<file path="config.mk">
export PLATFORM = sky130hd
export DESIGN_NAME = cmr_ctrl
export DESIGN_NICKNAME = d
export VERILOG_FILES = /design/src/rtl/cmr_pkg.sv /design/src/rtl/cmr_ctrl.sv
export SDC_FILE = /design/constraint.sdc
export NUM_CORES = 1
export LEC_CHECK = 0
export BUFFER_PORTS_ARGS = -buffer_cell sky130_fd_sc_hd__clkbuf_2
export CAP_MARGIN = 20
export CELL_PAD_IN_SITES_DETAIL_PLACEMENT = 0
export CELL_PAD_IN_SITES_GLOBAL_PLACEMENT = 1
export CORE_UTILIZATION = 30
export CTS_CLUSTER_SIZE = 25
export DETAILED_ROUTE_END_ITERATION = 6
export PLACE_DENSITY = 0.61
export SLEW_MARGIN = 10
export SYNTH_ARGS = -nofsm -noshare
export SYNTH_HDL_FRONTEND = slang
export SYNTH_SLANG_ARGS = --single-unit
</file>
<file path="constraint.sdc">
create_clock -name clk_i -period 4.6 [get_ports clk_i]
set_input_delay 0.92 -clock clk_i [delete_from_list [all_inputs] [get_ports clk_i]]
set_output_delay 0.92 -clock clk_i [all_outputs]
set_load 0.005 [all_outputs]
</file>
<file path="src/rtl/cmr_pkg.sv">
// shared types, constants and width helpers of the catmull-rom path subdivider
package cmr_pkg;

  localparam int COORD_BITS_DEF = 24;
  localparam int MAX_STEPS_DEF  = 16;
  localparam int RESULT_CAP     = 32;
  localparam int STEP_LEN_BITS  = 16;
  localparam int DIST_LIMIT_BIT = 24;
  localparam logic [STEP_LEN_BITS-1:0] STEP_LEN_RESET = 16'd1024;

  function automatic int seg_limit(int max_steps);
    return (2 * max_steps <= RESULT_CAP) ? max_steps : (RESULT_CAP / 2);
  endfunction

  function automatic int step_bits(int max_steps);
    return $clog2(seg_limit(max_steps) + 1);
  endfunction

  function automatic int fac_bits(int max_steps);
    int s;
    s = seg_limit(max_steps);
    return $clog2(2 * s * s * s + 1);
  endfunction

  function automatic int num_bits(int coord_bits, int max_steps);
    return coord_bits + 4 + fac_bits(max_steps) + 1 + 3;
  endfunction

  typedef enum logic [4:0] {
    OP_NONE,
    OP_TAKE,
    OP_ECHO,
    OP_SEG_LINE,
    OP_SEG_A,
    OP_SEG_B,
    OP_DCLR,
    OP_DSQ,
    OP_DACC,
    OP_LINIT,
    OP_LSQ,
    OP_LCMP,
    OP_NPOW1,
    OP_NPOW2,
    OP_SPOW1,
    OP_SPOW2,
    OP_COEF,
    OP_MUL,
    OP_ACC,
    OP_DINIT,
    OP_DSTEP,
    OP_DEND,
    OP_EMIT,
    OP_SHIFT,
    OP_CLEAR
  } dp_op_e;

  typedef enum logic [4:0] {
    S_IDLE,
    S_DISPATCH,
    S_ECHO,
    S_DCLR,
    S_DSQ,
    S_DACC,
    S_LINIT,
    S_LSQ,
    S_LCMP,
    S_NP1,
    S_NP2,
    S_SP1,
    S_SP2,
    S_COEF,
    S_MUL,
    S_ACC,
    S_DINIT,
    S_DIV,
    S_DEND,
    S_EMIT,
    S_SEG2,
    S_FINISH
  } ctrl_state_e;

  typedef struct packed {
    dp_op_e     op;
    logic [1:0] coord;
    logic [1:0] term;
    logic       use_third;
    logic       run_end;
    logic       path_end;
  } dp_cmd_t;

  typedef struct packed {
    logic last;
    logic search_done;
    logic s_last;
    logic out_free;
  } dp_status_t;

endpackage

</file>
<file path="src/rtl/cmr_ctrl.sv">
// controller: sequences segments, steps, coordinates and the divider
module cmr_ctrl #(
  parameter int COORD_BITS = cmr_pkg::COORD_BITS_DEF,
  parameter int MAX_STEPS  = cmr_pkg::MAX_STEPS_DEF
) (
  input  logic                clk_i,
  input  logic                rst_ni,
  input  logic                in_valid_i,
  output logic                in_ready_o,
  output cmr_pkg::dp_cmd_t    cmd_o,
  input  cmr_pkg::dp_status_t status_i
);
  import cmr_pkg::*;

  localparam int NW = num_bits(COORD_BITS, MAX_STEPS);
  localparam int CB = $clog2(NW);

  ctrl_state_e state_q, state_d;
  logic [1:0]  ps_q, ps_d;
  logic [1:0]  coord_q, coord_d;
  logic [1:0]  term_q, term_d;
  logic [CB-1:0] cnt_q, cnt_d;
  logic        seg2_q, seg2_d;
  logic        final_seg;

  always_ff @(posedge clk_i or negedge rst_ni) begin
    if (!rst_ni) begin
      state_q <= S_IDLE;
      ps_q    <= '0;
      coord_q <= '0;
      term_q  <= '0;
      cnt_q   <= '0;
      seg2_q  <= 1'b0;
    end else begin
      state_q <= state_d;
      ps_q    <= ps_d;
      coord_q <= coord_d;
      term_q  <= term_d;
      cnt_q   <= cnt_d;
      seg2_q  <= seg2_d;
    end
  end

  always_comb begin
    state_d   = state_q;
    ps_d      = ps_q;
    coord_d   = coord_q;
    term_d    = term_q;
    cnt_d     = cnt_q;
    seg2_d    = seg2_q;
    in_ready_o = 1'b0;
    cmd_o           = '0;
    cmd_o.op        = OP_NONE;
    cmd_o.coord     = coord_q;
    cmd_o.term      = term_q;
    final_seg = !(status_i.last && (ps_q >= 2'd2) && !seg2_q);

    unique case (state_q)
      S_IDLE: begin
        in_ready_o = 1'b1;
        if (in_valid_i) begin
          cmd_o.op = OP_TAKE;
          state_d  = S_DISPATCH;
        end
      end
      S_DISPATCH: begin
        if (ps_q == 2'd0) begin
          state_d = S_ECHO;
        end else if (ps_q == 2'd1) begin
          if (status_i.last) begin
            cmd_o.op = OP_SEG_LINE;
            state_d  = S_DCLR;
          end else begin
            state_d = S_FINISH;
          end
        end else begin
          cmd_o.op        = OP_SEG_A;
          cmd_o.use_third = (ps_q == 2'd3);
          state_d         = S_DCLR;
        end
      end
      S_ECHO: begin
        if (status_i.out_free) begin
          cmd_o.op       = OP_ECHO;
          cmd_o.run_end  = 1'b1;
          cmd_o.path_end = status_i.last;
          state_d        = S_FINISH;
        end
      end
      S_DCLR: begin
        cmd_o.op = OP_DCLR;
        coord_d  = '0;
        state_d  = S_DSQ;
      end
      S_DSQ: begin
        cmd_o.op = OP_DSQ;
        state_d  = S_DACC;
      end
      S_DACC: begin
        cmd_o.op = OP_DACC;
        if (coord_q == 2'd2) begin
          state_d = S_LINIT;
        end else begin
          coord_d = coord_q + 2'd1;
          state_d = S_DSQ;
        end
      end
      S_LINIT: begin
        cmd_o.op = OP_LINIT;
        state_d  = S_LSQ;
      end
      S_LSQ: begin
        cmd_o.op = OP_LSQ;
        state_d  = S_LCMP;
      end
      S_LCMP: begin
        cmd_o.op = OP_LCMP;
        state_d  = status_i.search_done ? S_NP1 : S_LSQ;
      end
      S_NP1: begin
        cmd_o.op = OP_NPOW1;
        state_d  = S_NP2;
      end
      S_NP2: begin
        cmd_o.op = OP_NPOW2;
        state_d  = S_SP1;
      end
      S_SP1: begin
        cmd_o.op = OP_SPOW1;
        state_d  = S_SP2;
      end
      S_SP2: begin
        cmd_o.op = OP_SPOW2;
        coord_d  = '0;
        state_d  = S_COEF;
      end
      S_COEF: begin
        cmd_o.op = OP_COEF;
        term_d   = '0;
        state_d  = S_MUL;
      end
      S_MUL: begin
        cmd_o.op = OP_MUL;
        if (term_q == 2'd3) begin
          state_d = S_ACC;
        end else begin
          term_d = term_q + 2'd1;
        end
      end
      S_ACC: begin
        cmd_o.op = OP_ACC;
        state_d  = S_DINIT;
      end
      S_DINIT: begin
        cmd_o.op = OP_DINIT;
        cnt_d    = '0;
        state_d  = S_DIV;
      end
      S_DIV: begin
        cmd_o.op = OP_DSTEP;
        if (cnt_q == CB'(NW - 1)) begin
          state_d = S_DEND;
        end else begin
          cnt_d = cnt_q + CB'(1);
        end
      end
      S_DEND: begin
        cmd_o.op = OP_DEND;
        if (coord_q == 2'd2) begin
          state_d = S_EMIT;
        end else begin
          coord_d = coord_q + 2'd1;
          state_d = S_COEF;
        end
      end
      S_EMIT: begin
        if (status_i.out_free) begin
          cmd_o.op       = OP_EMIT;
          cmd_o.run_end  = status_i.s_last && final_seg;
          cmd_o.path_end = status_i.s_last && final_seg && status_i.last;
          if (!status_i.s_last) begin
            state_d = S_SP1;
          end else if (final_seg) begin
            state_d = S_FINISH;
          end else begin
            state_d = S_SEG2;
          end
        end
      end
      S_SEG2: begin
        cmd_o.op = OP_SEG_B;
        seg2_d   = 1'b1;
        state_d  = S_DCLR;
      end
      S_FINISH: begin
        seg2_d = 1'b0;
        if (status_i.last) begin
          cmd_o.op = OP_CLEAR;
          ps_d     = '0;
        end else begin
          cmd_o.op = OP_SHIFT;
          if (ps_q != 2'd3) begin
            ps_d = ps_q + 2'd1;
          end
        end
        state_d = S_IDLE;
      end
      default: state_d = S_IDLE;
    endcase
  end

  // a path ends with the point history emptied
  assert property (@(posedge clk_i) disable iff (!rst_ni)
    (state_q == S_FINISH && status_i.last) |=> (ps_q == 2'd0))
    else $error("path end did not clear the point count");

  // the second segment only follows a last point with curve history
  assert property (@(posedge clk_i) disable iff (!rst_ni)
    seg2_q |-> (status_i.last && ps_q >= 2'd2))
    else $error("closing segment without a last point");

  // an accepted point always starts dispatch next
  assert property (@(posedge clk_i) disable iff (!rst_ni)
    (in_valid_i && in_ready_o) |=> (state_q == S_DISPATCH))
    else $error("accepted point not dispatched");

endmodule

</file>
# Word level (Yosys, flattened, before mapping)
# Index checks and enable logic that the tools add are counted.
dict set report totals {
  register_bits 18
  inputBits 7
  elab_cells 104
  output_inout_bits 13
}
dict set report op_classes {
  add_sub_neg 4
  reduce_logical 20
  muxes 38
  n_eq_ne 35
  order_cmp 1
}
# op n
set op_table {}
lappend op_table {{one-hot mux 5 bit (22 select lines)} 1}
lappend op_table {{one-hot mux 5 bit (21 select lines)} 1}
lappend op_table {{two-way mux 5 bit} 13}
lappend op_table {{== test 5 x 4 -> 1 bit, second input constant} 8}
lappend op_table {{== test 5 bit, second input constant} 6}
lappend op_table {{== test 5 x 3 -> 1 bit, second input constant} 4}
lappend op_table {{two-way mux 2 bit} 9}
lappend op_table {{inequality test 2 bit, second input constant} 9}
lappend op_table {{one-hot mux 2 bit (2 select lines)} 3}
lappend op_table {{one-hot mux 6 bit (2 select lines)} 1}
lappend op_table {{== test 5 x 2 -> 1 bit, second input constant} 2}
lappend op_table {{nonzero test 2 bit} 5}
lappend op_table {{two-way mux 4 bit} 2}
lappend op_table {{AND reduction 2 bit} 4}
lappend op_table {{adder 2 x 1 -> 2 bit, second input constant} 3}
lappend op_table {{adder 6 x 1 -> 6 bit, second input constant} 1}
lappend op_table {{== test 2 bit, second input constant} 3}
lappend op_table {{== test 6 bit, second input constant} 1}
lappend op_table {{two-way mux 1 bit} 6}
lappend op_table {{two-way mux 6 bit} 1}
lappend op_table {{== test 5 x 1 -> 1 bit, second input constant} 1}
lappend op_table {{logical NOT 5 bit} 1}
lappend op_table {{AND reduction 5 bit} 1}
lappend op_table {{logical AND 1 bit} 4}
lappend op_table {{6 further kinds} 8}

# Depth between registers and ports, before layout
dict set report depth {
  ltp_word 8
  mapped_depth 7
}

# Least setup slack after synthesis
# No wires, ideal clock.
dict set report synth_timing {
  kind {in2out}
  startpoint {in status_i[3] in the netlist's numbering}
  endpoint {out cmd_o[0] in the netlist's numbering}
  path_buffers 1
  setup_slack_ns 1.979
  required_time_ns 3.680
  t_arrival_ns 1.701
  path_stages 6
  cell_sequence {clkbuf_1 > nand2_1 > nor2_1 > o21ai_0 > and3_1 > and2_1}
}
# element line_no
set synth_lines {}
lappend synth_lines {{start: declaration} cmr_ctrl.sv:11} ;# input cmr_pkg::dp_status_t status_i
lappend synth_lines {{end: declaration} cmr_ctrl.sv:10} ;# output cmr_pkg::dp_cmd_t cmd_o,

==> results.yml <==
synth:
  synth_area_mm2: 0.001558
  ys_ff_latch: 18
  yosys_warnings: 0
  ys_seq_area_frac: 0.2892
  yosysTopAreaCell: "dfrtp_1"
  syn_nets: 226
  synthArstFlopShare: 1.000
  yosys-top-cells-area: "dfrtp_1 (29%), o21ai_0 (8.0%), nand2_1 (6.5%)"
  synth_top_area_share: 0.2892
  synthFlopType: "dfrtp_1"
  synth_edf_count: 0
  synth_area_per_cell_um2: 7.348
  synthesis.instances: 212
  yosysUniqueCellTypes: 47
pwr:
  powerDensity_mw_per_mm2: 172.9
  seqPwrFrac: 0.526
  switching_share: 0.2112
  power_frac_clock: 0.438
  p_sw_w: 0.00006346
  p_comb_frac: 0.035
  p_int_w: 0.0002370
  peakVddDrop_uv: 112.7
  leakage_nw: 0.7426
  total_power_w: 0.0003005
timing:
  finalClockSkew_ps: 1.732
  setup_slack_ps: 1421
  hold_viol: 0
  min_period_ps: 3179
  timing.final.max_slew_violations: 0
  slew_headroom: 0.4421
  finalCritPeriodShare: 0.6910
  setup_tns_ps: 0
  setup_violations: 0
  finalHoldWorstSlack_ps: 501.8
  rsz0062_at_grt: "false"
  worst_pin_slew_ps: 836.8
  max_freq_mhz: 314.6
clocking:
  ctsRootBufferMaster: "clkbuf_8"
  cts_post_setup_buffers_inserted: 0
  clkSinkCount: 18
  cts_tree: "built"
  post_cts_resized: 0
  numCtsBuffers: 3
  clk_pin_slew_ps: 70
  clock_latency_ps: 250
  htree_levels: 1
  cts_max_path_buffers: 2
  holdBufCountCts: 0
detailed_routing:
  route.detailed.drc: 0
  avgRoutedWirePerCell_um: 15.46
  drt-total-wl_um: 4437
  via_per_inst: 5.436
  firstDrtPassIters: 4
  ant_nets: 0
  drtIter0Drc: 229
  vias: 1560
global_route:
  antenna_found_initial: 0
  met2_usage: 0.2778
  top_usage_layer: "met2"
  grt_pass1_vias: 1437
  grt_start_max_net_pins: 27
  overflow: 0
  use_met3: 0.03523
  track_usage: 0.1769
  use_met1: 0.2533
  grt_pass1_wl_um: 7424
critical_path:
  criticalPathCategory: "flip-flop to output pin"
  crit_path_max_incr_delay_ps: 690
  worst_path_max_delay_cell: "dfrtp_1"
  critPathMaxFanout: 26
  worst_setup_path_end_kind: "output pin"
  required_ps: 3680
  start_kind: "flip-flop"
  worstPathArrival_ps: 2260
  worstPathCellList: "inv_1, nand2_1, o32a_1, o221ai_1, clkbuf_2"
cells_and_area:
  nets: 235
  diodes: 0
  fillers: 545
  layout-drive-gt1-share: 0.1182
  area_delta_synth_final_pct: 11.57
min_path:
  hp-class: "flip-flop to flip-flop"
floorplanning:
  initial_core_util: 0.3213
  die_width_um: 74.06
  row_count: 25
  coreArea_mm2: 0.004848
  dieArea_mm2: 0.005485
  io_pins: 20
  die_y_um: 74.06
placement:
  dp_slack_ps: 1722
  dp_hpwl_um: 3244
  portBuffers: 19
  gp_congestion: 0.8548
status:
  status: "completed"
run:
  cap_violations: 0
through the flow:
step | instance area [µm²] | instances | utilization
final | 1738 | 287 | 0.3585
after global placement | 1683 | 283 | 0.3471
after detailed placement | 1683 | 283 | 0.3471
after global routing | 1738 | 287 | 0.3585
after CTS | 1738 | 287 | 0.3585
after floorplan | 1558 | 212 | -
metal layers:
layer / part of all wire / routed length (µm) / vias up
li1: - / - / 783
met1: 0.49 / 2157 / 719
met2: 0.45 / 1999 / 52
met3: 0.051 / 227 / 6
met4: 0.012 / 53 / 0
met5: 0 / 0 / -
power groups by stage:
stage | clock network, W | registers [W] | logic, W
floorplan | 0 | 0.000161 | 0.00000279
global placement | 0 | 0.000161 | 0.0000112
detailed placement | 0 | 0.000161 | 0.0000110
CTS | 0.000138 | 0.000158 | 0.0000110
global route | 0.000145 | 0.000158 | 0.0000123
finish | 0.000132 | 0.000158 | 0.0000107
cells by family after synthesis:
| family | share of synthesized area |
|---|---|
| AOI/OAI and AO/OA | 0.2675 |
| and+or+nand+nor | 0.2803 |
| xor gates and xnor gates | 0.03374 |
| adders and majority gates | 0.05622 |
| buffers and inverters | 0.07309 |
| DFF | 0.2892 |
final cells by class:
type	count	area, µm²	share of cell area
tap	67	83.83	0.04824
clock buffer	4	55.05	0.03168
multi-input combinational	164	993.5	0.5716
sequential	18	450.4	0.2592
timing repair buffer	20	102.6	0.05903
inverter	14	52.55	0.03024
worst paths after layout:
| kind | start | end | slack [ps] | depth (start not counted) |
|---|---|---|---|---|
| worst max-delay path | state_q[4] | cmd_o[8] | 1420 | 5 |
| worst min-delay path | coord_q[0] | coord_q[0] | 500 | 1 |
| worst max register to register | state_q[4] | cnt_q[4] | 2110 | 5 |
| worst min register to register | coord_q[0] | coord_q[0] | 500 | 1 |
| max in group asynchronous | rst_ni | state_q[0] | 3640 | 1 |
| min in group asynchronous | rst_ni | coord_q[0] | 620 | 1 |
synth_stat cells, drive strengths merged, types with 2 or more instances:
library cell	n
a211oi	3
a21oi	8
a22oi	2
a31oi	3
a32o	2
and2	4
and3	2
and4b	2
buf	2
clkbuf	14
dfrtp	18
ha	7
inv	13
nand2	27
nand2b	5
nand3	7
nand4	2
nor2	17
nor3	7
nor3b	3
o211ai	6
o21ai	25
o22ai	2
o311ai	2
o32ai	2
or2	2
or3	2
or4	2
xnor2	3
xor2	3
state kept, by name, summed over array words and instances (netlist names):
register  cells
cnt_q         6
coord_q       2
ps_q          2
seg2_q        1
state_q       5
term_q        2
placed cells by master (no fill, tap or decap), drive strengths merged, types with 3 or more instances in the layout:
| master | Yosys | routed |
|---|---|---|
| clkbuf | 14 | 23 |
| nor2 | 17 | 17 |
| o21ai | 25 | 25 |
| xnor2 | 3 | 3 |
| xor2 | 3 | 3 |
| a31oi | 3 | 3 |
| nand2 | 27 | 27 |
| dfrtp | 18 | 18 |
| inv | 13 | 13 |
| a21oi | 8 | 8 |
| and2 | 4 | 4 |
| nand3 | 7 | 7 |
| nand2b | 5 | 5 |
| o211ai | 6 | 6 |
| a211oi | 3 | 3 |
| nor3b | 3 | 3 |
| nor3 | 7 | 7 |
| ha | 7 | 7 |
critical path: cells and delay by family (launching register included):
kind,cells,cell delay [ps]
AO/OA/AOI/OAI,2,530
buffers and inverters,2,600
flip-flops,1,690
AND/OR/NAND/NOR,1,180
Power figures use the tool's default switching activity.
